$ cat config.mk
export PLATFORM = sky130hd
export DESIGN_NAME = modbus_rtu_slave_framer
export DESIGN_NICKNAME = d
export VERILOG_FILES = /design/src/rtl/mbrtu_pkg.sv /design/src/rtl/mbrtu_front.sv /design/src/rtl/mbrtu_queue.sv /design/src/rtl/mbrtu_back.sv /design/src/rtl/modbus_rtu_slave_framer.sv
export SDC_FILE = /design/constraint.sdc
export NUM_CORES = 1
export LEC_CHECK = 0
export ABC_AREA = 1
export BUFFER_PORTS_ARGS = -buffer_cell sky130_fd_sc_hd__buf_2
export CAP_MARGIN = 20
export CORE_ASPECT_RATIO = 1.5
export CORE_MARGIN = 1
export CORE_UTILIZATION = 50
export CTS_CLUSTER_SIZE = 16
export DETAILED_ROUTE_END_ITERATION = 7
export PLACE_DENSITY = 0.66
export SKIP_CTS_REPAIR_TIMING = 1
export SYNTH_ARGS = -nofsm -noshare
export SYNTH_HDL_FRONTEND = slang
export SYNTH_SLANG_ARGS = --single-unit
$ cat constraint.sdc
create_clock -name clk -period 4.95 [get_ports clk]
set_input_delay 0.2475 -clock clk [delete_from_list [all_inputs] [get_ports clk]]
set_output_delay 0.2475 -clock clk [all_outputs]
set_load 0.02 [all_outputs]
$ cat src/rtl/mbrtu_pkg.sv
// ----------------------------------------------------------------------------
// mbrtu_pkg
// shared constants, types and the crc-16 byte update for the rtu receiver
// ----------------------------------------------------------------------------
package mbrtu_pkg;

  // longest frame the byte counter tracks before it saturates
  localparam int MAX_FRAME = 256;
  localparam int CNT_W     = $clog2(MAX_FRAME + 1);

  // decoupling queue between the frame front end and the result sequencer
  localparam int Q_DEPTH = 4;
  localparam int Q_AW    = $clog2(Q_DEPTH);

  // configuration port
  localparam int CFG_IDX_W = 8;
  localparam logic [CFG_IDX_W-1:0] REG_SLAVE_ADDR = CFG_IDX_W'(0);
  localparam logic [CFG_IDX_W-1:0] REG_IDLE_TICKS = CFG_IDX_W'(1);
  localparam logic [CFG_IDX_W-1:0] REG_GAP_TICKS  = CFG_IDX_W'(2);
  localparam logic [CFG_IDX_W-1:0] REG_MIN_FRAME  = CFG_IDX_W'(3);

  // verdict status codes
  localparam logic [2:0] STAT_OK        = 3'd0;
  localparam logic [2:0] STAT_CRC_ERR   = 3'd1;
  localparam logic [2:0] STAT_ILLEGAL   = 3'd2;
  localparam logic [2:0] STAT_TOO_SHORT = 3'd3;
  localparam logic [2:0] STAT_FRAMING   = 3'd4;

  localparam logic [15:0] CRC_INIT = 16'hFFFF;
  localparam logic [15:0] CRC_POLY = 16'hA001;

  // one finished frame, handed from the front end to the sequencer
  typedef struct packed {
    logic [2:0]       status;
    logic [7:0]       func;
    logic [CNT_W-1:0] len;
    logic [7:0]       addr;
    logic             bcast;
    logic             reply;
  } verdict_t;

  // reflected crc-16/modbus, one byte
  function automatic logic [15:0] crc16_update(input logic [15:0] crc_in,
                                               input logic [7:0]  data);
    logic [15:0] c;
    c = crc_in ^ {8'h00, data};
    for (int i = 0; i < 8; i++) begin
      if (c[0]) begin
        c = (c >> 1) ^ CRC_POLY;
      end else begin
        c = c >> 1;
      end
    end
    return c;
  endfunction

endpackage

$ cat src/rtl/mbrtu_front.sv
// ----------------------------------------------------------------------------
// mbrtu_front
// frame tracking: silence counter, address filter, byte count, crc, verdict
// ----------------------------------------------------------------------------
module mbrtu_front (
  input  logic                            clk,
  input  logic                            rst_n,
  input  logic                            item_valid,
  input  logic                            command,
  input  logic [7:0]                      rx_byte,
  input  logic                            cfg_we,
  input  logic [mbrtu_pkg::CFG_IDX_W-1:0] cfg_index,
  input  logic [7:0]                      cfg_data,
  output logic                            push,
  output mbrtu_pkg::verdict_t             entry
);

  typedef enum logic [1:0] {
    ST_IDLE,
    ST_RECV,
    ST_RERR,
    ST_SKIP
  } run_state_t;

  localparam int CW = mbrtu_pkg::CNT_W;
  localparam logic [CW-1:0] CNT_MAX = CW'(mbrtu_pkg::MAX_FRAME);

  run_state_t    state_r, state_nxt;
  logic [7:0]    silence_r, silence_nxt;
  logic [CW-1:0] cnt_r, cnt_nxt;
  logic [15:0]   crc_r, crc_nxt;
  logic [7:0]    addr_r, addr_nxt;
  logic [7:0]    func_r, func_nxt;

  logic [7:0] slave_addr_r, idle_ticks_r, gap_ticks_r, min_frame_r;

  logic       frame_end;
  logic [2:0] status;
  logic       bcast;
  logic [15:0] crc_byte;

  assign bcast    = (addr_r == 8'h00);
  assign crc_byte = mbrtu_pkg::crc16_update((state_r == ST_IDLE) ? mbrtu_pkg::CRC_INIT : crc_r,
                                            rx_byte);

  always_comb begin
    if (cnt_r <= {1'b0, min_frame_r}) begin
      status = mbrtu_pkg::STAT_TOO_SHORT;
    end else if (crc_r != 16'h0000) begin
      status = mbrtu_pkg::STAT_CRC_ERR;
    end else if (func_r inside {8'h03, 8'h06, 8'h10}) begin
      status = mbrtu_pkg::STAT_OK;
    end else begin
      status = mbrtu_pkg::STAT_ILLEGAL;
    end
  end

  always_comb begin
    state_nxt   = state_r;
    silence_nxt = silence_r;
    cnt_nxt     = cnt_r;
    crc_nxt     = crc_r;
    addr_nxt    = addr_r;
    func_nxt    = func_r;
    frame_end   = 1'b0;
    if (item_valid) begin
      if (command) begin
        silence_nxt = 8'h00;
        case (state_r)
          ST_IDLE: begin
            if (rx_byte == slave_addr_r || rx_byte == 8'h00) begin
              state_nxt = ST_RECV;
              cnt_nxt   = CW'(1);
              crc_nxt   = crc_byte;
              addr_nxt  = rx_byte;
              func_nxt  = 8'h00;
            end else begin
              state_nxt = ST_SKIP;
            end
          end
          ST_RECV: begin
            // gap is the silence seen before this byte
            if (cnt_r < CNT_MAX && silence_r < gap_ticks_r) begin
              if (cnt_r == CW'(1)) begin
                func_nxt = rx_byte;
              end
              crc_nxt = crc_byte;
            end else begin
              state_nxt = ST_RERR;
            end
            if (cnt_r < CNT_MAX) begin
              cnt_nxt = cnt_r + CW'(1);
            end
          end
          default: ;
        endcase
      end else if (state_r != ST_IDLE) begin
        if (silence_r < idle_ticks_r) begin
          silence_nxt = silence_r + 8'd1;
        end else begin
          frame_end = 1'b1;
          state_nxt = ST_IDLE;
          cnt_nxt   = '0;
        end
      end
    end
  end

  assign push = frame_end && (state_r == ST_RECV || state_r == ST_RERR);

  always_comb begin
    entry.func  = func_r;
    entry.len   = cnt_r;
    entry.addr  = addr_r;
    entry.bcast = bcast;
    if (state_r == ST_RERR) begin
      entry.status = mbrtu_pkg::STAT_FRAMING;
      entry.reply  = 1'b0;
    end else begin
      entry.status = status;
      entry.reply  = (status == mbrtu_pkg::STAT_ILLEGAL) && !bcast;
    end
  end

  always_ff @(posedge clk) begin
    if (!rst_n) begin
      state_r      <= ST_IDLE;
      silence_r    <= 8'h00;
      cnt_r        <= '0;
      crc_r        <= mbrtu_pkg::CRC_INIT;
      addr_r       <= 8'h00;
      func_r       <= 8'h00;
      slave_addr_r <= 8'd1;
      idle_ticks_r <= 8'd4;
      gap_ticks_r  <= 8'd2;
      min_frame_r  <= 8'd4;
    end else begin
      state_r   <= state_nxt;
      silence_r <= silence_nxt;
      cnt_r     <= cnt_nxt;
      crc_r     <= crc_nxt;
      addr_r    <= addr_nxt;
      func_r    <= func_nxt;
      if (cfg_we) begin
        case (cfg_index)
          mbrtu_pkg::REG_SLAVE_ADDR: slave_addr_r <= cfg_data;
          mbrtu_pkg::REG_IDLE_TICKS: idle_ticks_r <= cfg_data;
          mbrtu_pkg::REG_GAP_TICKS:  gap_ticks_r  <= cfg_data;
          mbrtu_pkg::REG_MIN_FRAME:  min_frame_r  <= cfg_data;
          default: ;
        endcase
      end
    end
  end

  // an idle receiver has no bytes counted
  a_idle_empty: assert property (@(posedge clk) disable iff (!rst_n)
    state_r == ST_IDLE |-> cnt_r == '0)
    else $error("idle with nonzero byte count");

  // byte count saturates at the frame limit
  a_cnt_bound: assert property (@(posedge clk) disable iff (!rst_n)
    cnt_r <= CNT_MAX)
    else $error("byte count past frame limit");

  // a frame end always leaves the receiver idle
  a_end_idle: assert property (@(posedge clk) disable iff (!rst_n)
    frame_end |=> state_r == ST_IDLE)
    else $error("frame end did not return to idle");

endmodule

$ cat src/rtl/mbrtu_queue.sv
// ----------------------------------------------------------------------------
// mbrtu_queue
// small register queue of frame verdicts between front end and sequencer
// ----------------------------------------------------------------------------
module mbrtu_queue (
  input  logic                clk,
  input  logic                rst_n,
  input  logic                push,
  input  mbrtu_pkg::verdict_t push_data,
  input  logic                pop,
  output logic                full,
  output logic                empty,
  output mbrtu_pkg::verdict_t head
);

  localparam int AW = mbrtu_pkg::Q_AW;

  mbrtu_pkg::verdict_t slot_r [mbrtu_pkg::Q_DEPTH];
  logic [AW-1:0] wr_ptr_r, rd_ptr_r;
  logic [AW:0]   count_r, count_nxt;
  logic          do_push, do_pop;

  assign full    = (count_r == (AW+1)'(mbrtu_pkg::Q_DEPTH));
  assign empty   = (count_r == '0);
  assign do_push = push && !full;
  assign do_pop  = pop && !empty;
  assign head    = slot_r[rd_ptr_r];

  always_comb begin
    count_nxt = count_r;
    if (do_push && !do_pop) begin
      count_nxt = count_r + (AW+1)'(1);
    end else if (do_pop && !do_push) begin
      count_nxt = count_r - (AW+1)'(1);
    end
  end

  always_ff @(posedge clk) begin
    if (!rst_n) begin
      wr_ptr_r <= '0;
      rd_ptr_r <= '0;
      count_r  <= '0;
    end else begin
      count_r <= count_nxt;
      if (do_push) begin
        wr_ptr_r <= wr_ptr_r + AW'(1);
      end
      if (do_pop) begin
        rd_ptr_r <= rd_ptr_r + AW'(1);
      end
    end
  end

  always_ff @(posedge clk) begin
    if (do_push) begin
      slot_r[wr_ptr_r] <= push_data;
    end
  end

  // pointers and count agree modulo the depth
  a_ptr_count: assert property (@(posedge clk) disable iff (!rst_n)
    (wr_ptr_r - rd_ptr_r) == count_r[AW-1:0])
    else $error("queue pointers disagree with count");

  // the front end never pushes into a full queue
  a_no_overflow: assert property (@(posedge clk) disable iff (!rst_n)
    push |-> !full)
    else $error("push while queue full");

  // occupancy stays within the depth
  a_count_bound: assert property (@(posedge clk) disable iff (!rst_n)
    count_r <= (AW+1)'(mbrtu_pkg::Q_DEPTH))
    else $error("queue count past depth");

endmodule

$ cat src/rtl/mbrtu_back.sv
// ----------------------------------------------------------------------------
// mbrtu_back
// result sequencer: verdict beat, then exception reply bytes with crc
// ----------------------------------------------------------------------------
module mbrtu_back (
  input  logic                     clk,
  input  logic                     rst_n,
  input  logic                     q_empty,
  input  mbrtu_pkg::verdict_t      head,
  output logic                     q_pop,
  input  logic                     out_pop,
  output logic                     out_empty,
  output logic                     out_kind,
  output logic [2:0]               out_status,
  output logic [7:0]               out_function_code,
  output logic [8:0]               out_frame_length,
  output logic                     out_broadcast,
  output logic [7:0]               out_tx_byte,
  output logic                     out_last
);

  localparam logic [2:0] BEAT_VERDICT = 3'd0;
  localparam logic [2:0] BEAT_ADDR    = 3'd1;
  localparam logic [2:0] BEAT_FUNC    = 3'd2;
  localparam logic [2:0] BEAT_CODE    = 3'd3;
  localparam logic [2:0] BEAT_CRC_LO  = 3'd4;
  localparam logic [2:0] BEAT_CRC_HI  = 3'd5;

  localparam logic [7:0] EXC_FLAG         = 8'h80;
  localparam logic [7:0] EXC_ILLEGAL_FUNC = 8'h01;

  logic [2:0]  beat_r, beat_nxt;
  logic [15:0] crc_r, crc_nxt;
  logic        valid_r, valid_nxt;
  logic        load, last_beat;
  logic [7:0]  tx;

  logic        kind_r, bcast_r, last_r;
  logic [2:0]  status_r;
  logic [7:0]  func_r, tx_r;
  logic [8:0]  len_r;

  assign load      = !q_empty && (!valid_r || out_pop);
  assign last_beat = head.reply ? (beat_r == BEAT_CRC_HI) : 1'b1;
  assign q_pop     = load && last_beat;

  always_comb begin
    case (beat_r)
      BEAT_ADDR:   tx = head.addr;
      BEAT_FUNC:   tx = head.func | EXC_FLAG;
      BEAT_CODE:   tx = EXC_ILLEGAL_FUNC;
      BEAT_CRC_LO: tx = crc_r[7:0];
      BEAT_CRC_HI: tx = crc_r[15:8];
      default:     tx = 8'h00;
    endcase
  end

  always_comb begin
    beat_nxt  = beat_r;
    crc_nxt   = crc_r;
    valid_nxt = valid_r;
    if (load) begin
      valid_nxt = 1'b1;
      beat_nxt  = last_beat ? BEAT_VERDICT : beat_r + 3'd1;
      if (beat_r inside {BEAT_ADDR, BEAT_FUNC, BEAT_CODE}) begin
        crc_nxt = mbrtu_pkg::crc16_update((beat_r == BEAT_ADDR) ? mbrtu_pkg::CRC_INIT : crc_r,
                                          tx);
      end
    end else if (out_pop) begin
      valid_nxt = 1'b0;
    end
  end

  always_ff @(posedge clk) begin
    if (!rst_n) begin
      beat_r  <= BEAT_VERDICT;
      valid_r <= 1'b0;
      crc_r   <= mbrtu_pkg::CRC_INIT;
    end else begin
      beat_r  <= beat_nxt;
      valid_r <= valid_nxt;
      crc_r   <= crc_nxt;
    end
  end

  always_ff @(posedge clk) begin
    if (load) begin
      kind_r   <= (beat_r != BEAT_VERDICT);
      status_r <= (beat_r == BEAT_VERDICT) ? head.status : mbrtu_pkg::STAT_ILLEGAL;
      func_r   <= head.func;
      len_r    <= 9'(head.len);
      bcast_r  <= (beat_r == BEAT_VERDICT) ? head.bcast : 1'b0;
      tx_r     <= tx;
      last_r   <= last_beat;
    end
  end

  assign out_empty         = !valid_r;
  assign out_kind          = kind_r;
  assign out_status        = status_r;
  assign out_function_code = func_r;
  assign out_frame_length  = len_r;
  assign out_broadcast     = bcast_r;
  assign out_tx_byte       = tx_r;
  assign out_last          = last_r;

  // mid-reply the frame stays at the queue head
  a_reply_held: assert property (@(posedge clk) disable iff (!rst_n)
    beat_r != BEAT_VERDICT |-> !q_empty && head.reply)
    else $error("reply in progress without its frame");

  // the beat index never runs past the crc high byte
  a_beat_bound: assert property (@(posedge clk) disable iff (!rst_n)
    beat_r <= BEAT_CRC_HI)
    else $error("beat index out of range");

  // reply bytes carry the illegal function status and no broadcast flag
  a_reply_fields: assert property (@(posedge clk) disable iff (!rst_n)
    valid_r && kind_r |-> status_r == mbrtu_pkg::STAT_ILLEGAL && !bcast_r)
    else $error("reply byte with wrong status");

endmodule

$ cat src/rtl/modbus_rtu_slave_framer.sv
// ----------------------------------------------------------------------------
// modbus_rtu_slave_framer
// modbus rtu slave receive framer with verdicts and exception replies
// ----------------------------------------------------------------------------
// usage
//   input channel: one beat per timer tick (in_command 0) or received byte
//   (in_command 1, value on in_rx_byte); a beat moves when in_push is high and
//   in_full is low. bytes and ticks are taken every cycle while in_full is low.
//   result channel: a queue view; while out_empty is low the oldest result is
//   on the out_ ports and out_pop takes it. the ending tick of an addressed
//   frame gives one verdict beat, or a verdict plus five exception reply beats
//   (address, function|0x80, code 1, crc low, crc high) for an unsupported
//   function on a unicast frame; out_last marks the final beat of that tick.
//   config: cfg_valid/cfg_ready write cfg_data to register cfg_index (0 slave
//   address, 1 idle ticks, 2 gap ticks, 3 min frame bytes); always ready.
//   timing: a verdict passes the queue, then the output register; reply beats
//   follow one per cycle while popped. the frame logic takes one beat a cycle
//   while in_full is low, the crc of a received byte is done in that same cycle.
//   reset: synchronous, registers back to their defaults, queue and output
//   stage empty.
//   stall: results wait in a 4-deep verdict queue plus an output register;
//   in_full rises only once that queue is full.
// ----------------------------------------------------------------------------
module modbus_rtu_slave_framer (
  input  logic                            clk,
  input  logic                            rst_n,
  // input channel
  input  logic                            in_push,
  output logic                            in_full,
  input  logic                            in_command,
  input  logic [7:0]                      in_rx_byte,
  // result channel
  input  logic                            out_pop,
  output logic                            out_empty,
  output logic                            out_kind,
  output logic [2:0]                      out_status,
  output logic [7:0]                      out_function_code,
  output logic [8:0]                      out_frame_length,
  output logic                            out_broadcast,
  output logic [7:0]                      out_tx_byte,
  output logic                            out_last,
  // configuration write channel
  input  logic                            cfg_valid,
  output logic                            cfg_ready,
  input  logic [mbrtu_pkg::CFG_IDX_W-1:0] cfg_index,
  input  logic [7:0]                      cfg_data
);

  logic                in_beat;     // accepted input beat
  logic                push;        // front end hands over a finished frame
  mbrtu_pkg::verdict_t entry;
  logic                q_full, q_empty, q_pop;
  mbrtu_pkg::verdict_t head;

  assign cfg_ready = 1'b1;
  assign in_full   = q_full;
  assign in_beat   = in_push && !q_full;

  // frame tracking and classification
  mbrtu_front u_front (
    .clk        (clk),
    .rst_n      (rst_n),
    .item_valid (in_beat),
    .command    (in_command),
    .rx_byte    (in_rx_byte),
    .cfg_we     (cfg_valid && cfg_ready),
    .cfg_index  (cfg_index),
    .cfg_data   (cfg_data),
    .push       (push),
    .entry      (entry)
  );

  // decoupling between classification and result sequencing
  mbrtu_queue u_queue (
    .clk       (clk),
    .rst_n     (rst_n),
    .push      (push),
    .push_data (entry),
    .pop       (q_pop),
    .full      (q_full),
    .empty     (q_empty),
    .head      (head)
  );

  // verdict and reply byte sequencing into the output register
  mbrtu_back u_back (
    .clk               (clk),
    .rst_n             (rst_n),
    .q_empty           (q_empty),
    .head              (head),
    .q_pop             (q_pop),
    .out_pop           (out_pop),
    .out_empty         (out_empty),
    .out_kind          (out_kind),
    .out_status        (out_status),
    .out_function_code (out_function_code),
    .out_frame_length  (out_frame_length),
    .out_broadcast     (out_broadcast),
    .out_tx_byte       (out_tx_byte),
    .out_last          (out_last)
  );

endmodule
==> impl_metrics.toml, run 1 <==
[route]
wl_per_cell_um = 15.6
drt_pass1_iterations = 5
routed_wl_mm = 25.7
drt_iter0_markers = 574
routed_via_density = 5.28
drc = 0
routed-via-count = 8679
postRouteAntennaNets = 0

[synthesis]
synth-seq-cells = 263
yosysMostFrequentCell = "nand2_1"
yosysTopAreaCell = "edfxtp_1"
syn_nets = 1325
ys.warnings.count = 0
synthCells = 1256
async_flop_share = 0
syn_avg_cell_area_sq_um = 9.41
synth_top_cell_area_share = 0.384
synth_cell_type_count = 50
ys_seq_area_frac = 0.574
post_synth_instance_area_sq_mm = 0.0118
ys_top_cells_by_count = "nand2_1 (225), edfxtp_1 (151), inv_1 (133)"
synth-edff-count = 151
synth-main-ff-cell = "edfxtp_1"
yosys-top-cells-area = "edfxtp_1 (38%), dfxtp_1 (19%), nand2_1 (7.1%)"

[flow_run]
drv_cap = 0

[clock_network]
cts_buffers = 26
cts_tree = "done"
insertion_delay_ns = 0.53
clockBufferDepth = 3
clock_sinks = 263
htreeDepth = 1
clkSlewWorstSetupHoldPaths_ns = 0.06
cts_root_buffer = "clkbuf_16"

[floorplan]
chipWidth_um = 128
coreArea_sq_mm = 0.0231
rows = 68
die_area_sq_mm = 0.0243
die_h_um = 190
start_util = 0.510
ioPinCount = 64

[critical_path]
crit_arrival_ns = 3.45
cp_max_fo = 24
crit_type = "reg -> reg"
required_ns = 5.34
worst_setup_path_end_kind = "flip-flop"
start_kind = "flip-flop"

[sta]
setup_viol = 0
fin_crit_ns = 3.06
slew_violations = 0
min_period_over_period = 0.618
tightest_slew_ns = 0.887
max_freq_mhz = 327
worst_hold_slack_ns = 0.0271
rsz0062_at_grt = "no"
skew_ns = 0.0136
slew_headroom = 0.408
finalHoldViolCount = 0
tns_ns = 0

[placement]
dpl.hpwl_mm = 17.7
gp_congestion = 0.859
dp.cells = 1597
io_buffers = 62

[power]
p_leak_nw = 5.24
p_per_area_mw_per_mm2 = 465
peakVddDrop_v = 0.000268

[finish]
diodes = 0
fillers = 2036
nets = 1379
layout.cells.non_filler = 1645
multi_input_area_sq_mm = 0.00429
layout-drive-gt1-share = 0.112
final_util = 0.576
regArea_sq_mm = 0.00678
synthToLayoutAreaGrowth_pct = 12.9

[global_route]
grt_start_max_net_pins = 69
grt_util_all_layers = 0.220
grt_first_pass_wirelength_mm = 41.9
grt_pass1_vias = 8444
grt_overflow = 0
antenna_found_initial = 0

[outcome]
status = "completed"

[hold_path]
hold_class = "in -> reg"
-- critical path, stage by stage (launching register included) --
cell and delay (ns):
dfxtp_1 0.32, inv_1 0.09, ha_1 0.61, inv_1 0.18
a21oi_1 0.21, nand3_2 0.40, inv_1 0.50, nand2_1 0.32
a21oi_1 0.21, a211oi_1 0.06
-- layer usage --
metal | vias to the layer above | global-route usage | part of all wire
met4 | 0 | 0.0806 | 0.027
met5 | - | 0 | 0
met2 | 185 | 0.426 | 0.54
li1 | 4371 | - | -
met1 | 4077 | 0.244 | 0.39
met3 | 46 | 0.0250 | 0.040
-- stage by stage --
stage	power [W]	area (sq um)	setup WS, ns
after floorplan	0.00375	11800	0.872
after global placement	0.00407	12400	2.01
after detailed placement	0.00411	12400	1.92
after CTS	0.00626	13300	1.88
after global routing	0.00653	13300	1.50
final	0.00620	13300	1.89
-- power breakdown --
part / internal (W) / switching, W / total [W]
Combinational: 0.000451 / 0.00101 / 0.00146
Sequential: 0.00250 / 0.0000973 / 0.00260
Clock: 0.00133 / 0.000809 / 0.00214
-- final cells by class --
| class | instances | area share |
|---|---|---|
| clock buffer | 37 | 0.0598 |
| clock inverter | 11 | 0.0118 |
| inverter | 142 | 0.0402 |
| multi-input combinational | 805 | 0.322 |
| sequential | 263 | 0.508 |
| tap | 315 | 0.0296 |
| timing repair buffer | 72 | 0.0289 |
-- final timing paths --
kind,start,end,slack [ns],depth (start not counted)
max,u_front.state_r[1],u_front.func_r[4],1.89,9
min,cfg_data[2],u_front.gap_ticks_r[2],0.03,3
max reg2reg,u_front.state_r[1],u_front.func_r[4],1.89,9
min reg2reg,u_front.idle_ticks_r[0],u_front.idle_ticks_r[0],0.45,2
-- registers in the layout, indices dropped and copies added (netlist names), 8 cells and up, named ones only --
register and count:
u_front.slave_addr_r 8, u_back.out_function_code 8, u_front.addr_r 8, u_back.crc_r 16, u_front.idle_ticks_r 8, u_front.cnt_r 9, u_front.crc_r 16, u_front.func_r 8
u_queue.slot_r 120, u_front.gap_ticks_r 8, u_front.silence_r 8, u_back.out_tx_byte 8, u_back.out_frame_length 9, u_front.min_frame_r 8
-- cell families after synthesis --
| logic type | share of synthesized area |
|---|---|
| AO/OA/AOI/OAI | 0.118 |
| XOR/XNOR | 0.0236 |
| adder cells (fa/ha/maj) | 0.0419 |
| buffers and inverters | 0.0656 |
| flip-flops | 0.574 |
| other | 0.000317 |
| AND/OR/NAND/NOR | 0.177 |
-- layout by cell type (no fill, tap or decap), types with 30 or more instances in the layout --
cell type | Yosys | layout
nand2_1 | 225 | 225
edfxtp_1 | 151 | 151
inv_1 | 133 | 133
dfxtp_1 | 112 | 111
nor2_1 | 114 | 110
o21ai_0 | 109 | 109
a21oi_1 | 95 | 95
nand3_1 | 65 | 65
buf_2 | 8 | 62
ha_1 | 38 | 38
clkbuf_16 | 0 | 30
(Power assumes the default switching activity.)
==> inputs of run 2 (changes only) <==
--- a/config.mk
+++ b/config.mk
@@ -5,7 +5,7 @@
 export SDC_FILE = /design/constraint.sdc
 export NUM_CORES = 1
 export LEC_CHECK = 0
-export ABC_AREA = 1
+export ABC_AREA = 0
 export BUFFER_PORTS_ARGS = -buffer_cell sky130_fd_sc_hd__buf_2
 export CAP_MARGIN = 20
 export CORE_ASPECT_RATIO = 1.5
==> constraint.sdc (replaced) <==
create_clock -name clk -period 2.95 [get_ports clk]
set_input_delay 0.1475 -clock clk [delete_from_list [all_inputs] [get_ports clk]]
set_output_delay 0.1475 -clock clk [all_outputs]
set_load 0.02 [all_outputs]
==> impl_metrics.toml, run 2 <==
[route]
met1_length_mm = 9.82
routed-via-count = 7799
drt_pass1_iterations = 5
postRouteAntennaNets = 0
routed_via_density = 5.43
drc = 0
routed_wl_mm = 26.4
dr_wl_met2_mm = 14.7
dr_wl_met3_um = 700
dr.max_layer_used = "met4"
wl_per_cell_um = 18.4
drt_iter0_markers = 354

[finish]
nets = 1171
final_cell_mix = "edfxtp_1 (151), dfxtp_1 (109), nand2_1 (94), buf_4 (70), buf_2 (62)"
synthToLayoutAreaGrowth_pct = 18.8
layout-drive-gt1-share = 0.213
final_util = 0.609
largest_registers = "u_queue.slot_r (120), u_back.crc_r (16), u_front.crc_r (16)"
largest_register = "u_queue.slot_r"
final_common_cell = "edfxtp_1"
final_area_sq_mm = 0.0141
diodes = 0
largest_reg_flops = 120

[sta]
setup_viol = 1
slew_violations = 0
fin_crit_ns = 3.02
rsz0062_at_grt = "yes"
skew_ns = 0.0116
tns_ns = -0.0650
worst_hold_slack_ns = -0.00909
min_period_over_period = 1.02
finalHoldViolCount = 1
setup_ws_ns = -0.0650
tightest_slew_ns = 0.745
slew_headroom = 0.497
max_freq_mhz = 332

[synthesis]
yosys-top-cells-area = "edfxtp_1 (38%), dfxtp_1 (19%), mux4_2 (4.9%)"
synth-main-ff-cell = "edfxtp_1"
syn_avg_cell_area_sq_um = 12.2
yosysTopAreaCell = "edfxtp_1"
synthCells = 976
async_flop_share = 0
synth_cell_type_count = 67
synth-edff-count = 151
synth_top_cell_area_share = 0.382
post_synth_instance_area_sq_mm = 0.0119
ys_seq_area_frac = 0.571
yosysMostFrequentCell = "edfxtp_1"
syn_nets = 1045
ys.warnings.count = 0
ys_top_cells_by_count = "edfxtp_1 (151), dfxtp_1 (112), nand2_1 (95)"
synth-seq-cells = 263

[critical_path]
crit_chain = "buf_12, mux4_2, a22oi_2, a21oi_2, xnor2_1, xnor2_1, xnor3_2, xor2_2, xnor2_2, o311a_1"
crit_type = "reg -> reg"
slowest_delay_ns = 0.52
required_ns = 3.36
critical_path.top_delay_family = "XOR/XNOR gates"
crit_arrival_ns = 3.43
critPathBufInv = 1
worst_setup_path_end_kind = "flip-flop"
cp_max_fo = 6
slowest_stage = "mux4_2"
crit_path_frequent_cell = "xnor2_1"
start_kind = "flip-flop"

[placement]
io_buffers = 62
gp_congestion = 0.895
dpl.hpwl_mm = 18.8
dpl_cell_area_sq_mm = 0.0129
dp_slack_ns = -0.0711

[power]
p_per_area_mw_per_mm2 = 560
peakVddDrop_v = 0.000440
p_leak_nw = 4.89

[global_route]
grt_start_max_net_pins = 66
antenna_found_initial = 0
grt_overflow = 0
grt_pass1_vias = 7803
grt_util_all_layers = 0.222
grt_first_pass_wirelength_mm = 41.5

[floorplan]
die_area_sq_mm = 0.0244
die_h_um = 191
chipWidth_um = 128
start_util = 0.513
ioPinCount = 64
coreArea_sq_mm = 0.0231
rows = 68

[clock_network]
cts_tree = "done"
cts_buffers = 26
htreeDepth = 1
clockBufferDepth = 3
clock_sinks = 263
cts_root_buffer = "clkbuf_16"
clkSlewWorstSetupHoldPaths_ns = 0.06
insertion_delay_ns = 0.53

[outcome]
violations = "hold timing, setup timing"
status = "finished with violations"

[hold_path]
hold_class = "in -> reg"

[flow_run]
drv_cap = 0
==> run 2: cell count changes after synthesis, moves of 25 or more <==
cell      change
a21boi_0     +25
a21oi_1      -66
inv_1        -94
mux2i_1      +30
mux4_2       +26
nand2_1     -130
nand3_1      -44
nor2_1       -67
nor2b_1      +38
o21ai_0      -86
xnor2_1      +31
==> run 2: per-layer routing <==
metal | track usage | vias up
li1 | - | 3777
met1 | 0.237 | 3821
met2 | 0.432 | 142
met3 | 0.0227 | 59
met4 | 0.103 | 0
met5 | 0 | -
==> run 2: tightest hold or removal path, cell delays in order <==
cell and delay, ns:
buf_2 0.17, nand3_1 0.08, a21boi_0 0.07
==> run 2: kinds of logic (layout without fill, tap and decap cells) <==
group           count (synthesis)  after routing  synth area share
compound gates                166            166            0.0974
fa+ha+maj                      39             39            0.0417
other cells                     1              1          0.000316
simple gates                  283            283             0.117
xor+xnor                       74             74            0.0571
mux                            61             61            0.0844
buf+inv                        89            235            0.0309
flops                         263            263             0.571
==> run 2: final cells by class <==
class,count,area [sq um]
Fill cell,1866,9040
Sequential cell,263,6780
Multi-Input combinational cell,624,4790
Timing Repair Buffer,148,1030
Clock buffer,35,746
Tap cell,315,394
Clock inverter,13,220
Inverter,39,146
==> run 2: where the power goes <==
part           leakage, nW  internal, W  switching (W)
clock                0.462      0.00230        0.00138
sequential            2.06      0.00386      0.0000183
combinational         2.37     0.000138       0.000202
total                 4.89      0.00630        0.00160
==> run 2: worst paths after layout <==
check | slack, ns | to | from | depth (start not counted)
setup / recovery | -0.07 | u_back.crc_r[0] | flip-flop | 10
hold / removal | -0.009 | u_front.func_r[5] | in_rx_byte[5] | 3
hold reg to reg | 0.46 | u_front.min_frame_r[3] | u_front.min_frame_r[3] | 2
setup reg to reg | -0.07 | u_back.crc_r[0] | flip-flop | 10
==> run 2: metrics by stage <==
stage	cells	power (W)
2_1_floorplan	976	0.00418
3_3_place_gp	1369	0.00428
3_5_place_dp	1369	0.00429
4_1_cts	1417	0.00795
5_1_grt	1437	0.00814
6_report	1437	0.00790
==> inputs of run 3 (changes only) <==
--- a/config.mk
+++ b/config.mk
@@ -14,6 +14,7 @@
 export CTS_CLUSTER_SIZE = 16
 export DETAILED_ROUTE_END_ITERATION = 7
 export PLACE_DENSITY = 0.66
+export SETUP_SLACK_MARGIN = 0.1
 export SKIP_CTS_REPAIR_TIMING = 1
 export SYNTH_ARGS = -nofsm -noshare
 export SYNTH_HDL_FRONTEND = slang
==> impl_metrics.toml, run 3 (synthesized netlist as in run 2, its figures left out) <==
[outcome]
status = "finished with violations"
violations = "setup timing"

[global_route]
grt_pass1_vias = 7687
grt_overflow = 0
antenna_found_initial = 0
grt_util_all_layers = 0.225
grt_use_met3 = 0.0255
grt_start_max_net_pins = 75
gr-usage-met2 = 0.427
grt-busiest-layer = "met2"
met1_usage = 0.245
grt_first_pass_wirelength_mm = 41.8

[hold_path]
hold_class = "in -> reg"
hold_path_depth = 3

[sta]
tightest_slew_ns = 0.921
setup_viol = 1
fin_crit_ns = 2.99
slew_headroom = 0.383
min_period_over_period = 1.01
max_freq_mhz = 335
setup_ws_ns = -0.0387
finalHoldViolCount = 0
skew_ns = 0.0108
rsz0062_at_grt = "yes"
slew_violations = 0

[finish]
diodes = 0
layout-drive-gt1-share = 0.230
largest_registers = "u_queue.slot_r (120), u_back.crc_r (16), u_front.crc_r (16)"
synthToLayoutAreaGrowth_pct = 20.1
fillers = 1831
layout.cells.non_filler = 1445
largest_reg_flops = 120
final_util = 0.616
largest_register = "u_queue.slot_r"
nets = 1180
final_cell_mix = "edfxtp_1 (151), dfxtp_1 (108), nand2_1 (95), buf_4 (75), buf_2 (62)"
final_common_cell = "edfxtp_1"

[power]
p_leak_nw = 4.93
p_sw_frac = 0.209
power_frac_comb = 0.046
clock_power_share = 0.443
p_switching_w = 0.00159
seq_power_share = 0.511
p_per_area_mw_per_mm2 = 533
p_int_w = 0.00601
peakVddDrop_v = 0.000449
p_total_w = 0.00760

[critical_path]
crit_arrival_ns = 3.39
cp_max_fo = 8
worst_setup_path_end_kind = "flip-flop"
r2r_cells = 10
crit_type = "reg -> reg"
required_ns = 3.36
start_kind = "flip-flop"

[route]
routed-via-count = 7791
wl_per_cell_um = 18.4
drt_pass1_iterations = 4
postRouteAntennaNets = 0
routed_via_density = 5.39
drc = 0
routed_wl_mm = 26.6
drt_iter0_markers = 344

[floorplan]
chipWidth_um = 128
rows = 68
coreArea_sq_mm = 0.0231
die_area_sq_mm = 0.0244
die_h_um = 191
start_util = 0.513
ioPinCount = 64

[clock_network]
clock_sinks = 263
cts_root_buffer = "clkbuf_16"
htreeDepth = 1
cts_tree = "done"
cts_buffers = 25
insertion_delay_ns = 0.53
clockBufferDepth = 3
clkSlewWorstSetupHoldPaths_ns = 0.06

[placement]
io_buffers = 62
dp.cells = 1379
dpl.hpwl_mm = 18.9
gp_congestion = 0.889

[flow_run]
drv_cap = 0
run 3: per-stage QoR:
step | setup WS [ns] | hold WS [ns] | cell area (sq um) | TNS, ns
floorplan | 0.0700 | 0.273 | 11900 | 0
global placement | -0.0925 | 0.424 | 13100 | -0.0925
CTS | -0.0923 | -0.110 | 13900 | -0.151
finish | -0.0387 | 0.0163 | 14300 | -0.0387
global route | -0.140 | 0.0211 | 14300 | -0.140
detailed placement | -0.0974 | 0.436 | 13100 | -0.149
run 3: power groups by stage:
stage,Clock [W],Combinational (W),Sequential (W)
after floorplan,0,0.000225,0.00396
after global placement,0,0.000334,0.00396
after detailed placement,0,0.000336,0.00396
after CTS,0.00343,0.000337,0.00388
after global routing,0.00358,0.000386,0.00388
final,0.00337,0.000350,0.00388
run 3: area by class of cell:
cell class,instances,area (sq um),area share
Inverter,39,146,0.0103
Timing Repair Buffer,158,1170,0.0824
Multi-Input combinational cell,624,4890,0.343
Tap cell,315,394,0.0276
Clock inverter,12,141,0.00991
Clock buffer,34,732,0.0513
Sequential cell,263,6780,0.476
run 3: layer usage:
metal	vias up	part of all wire	routed length (um)
met5	-	0	0
met4	0	0.044	1170
met3	64	0.028	744
met2	136	0.55	14600
met1	3789	0.38	10100
li1	3802	-	-
run 3: worst paths after layout:
path                     startpoint                      to  slack, ns
max                       flip-flop         u_back.crc_r[0]      -0.04
min                   in_rx_byte[4]       u_front.func_r[4]       0.02
max reg2reg               flip-flop         u_back.crc_r[0]      -0.04
min reg2reg  u_front.gap_ticks_r[3]  u_front.gap_ticks_r[3]       0.46
run 3: critical path, cell delays in order (launching register included):
cell and delay [ns]:
dfxtp_4 0.40, buf_6 0.12, mux4_2 0.50, a22o_1 0.23, o21a_1 0.20, mux2i_1 0.17, o221ai_2 0.15, xnor3_2 0.45
xor2_4 0.18, xnor2_2 0.15, o311a_1 0.30
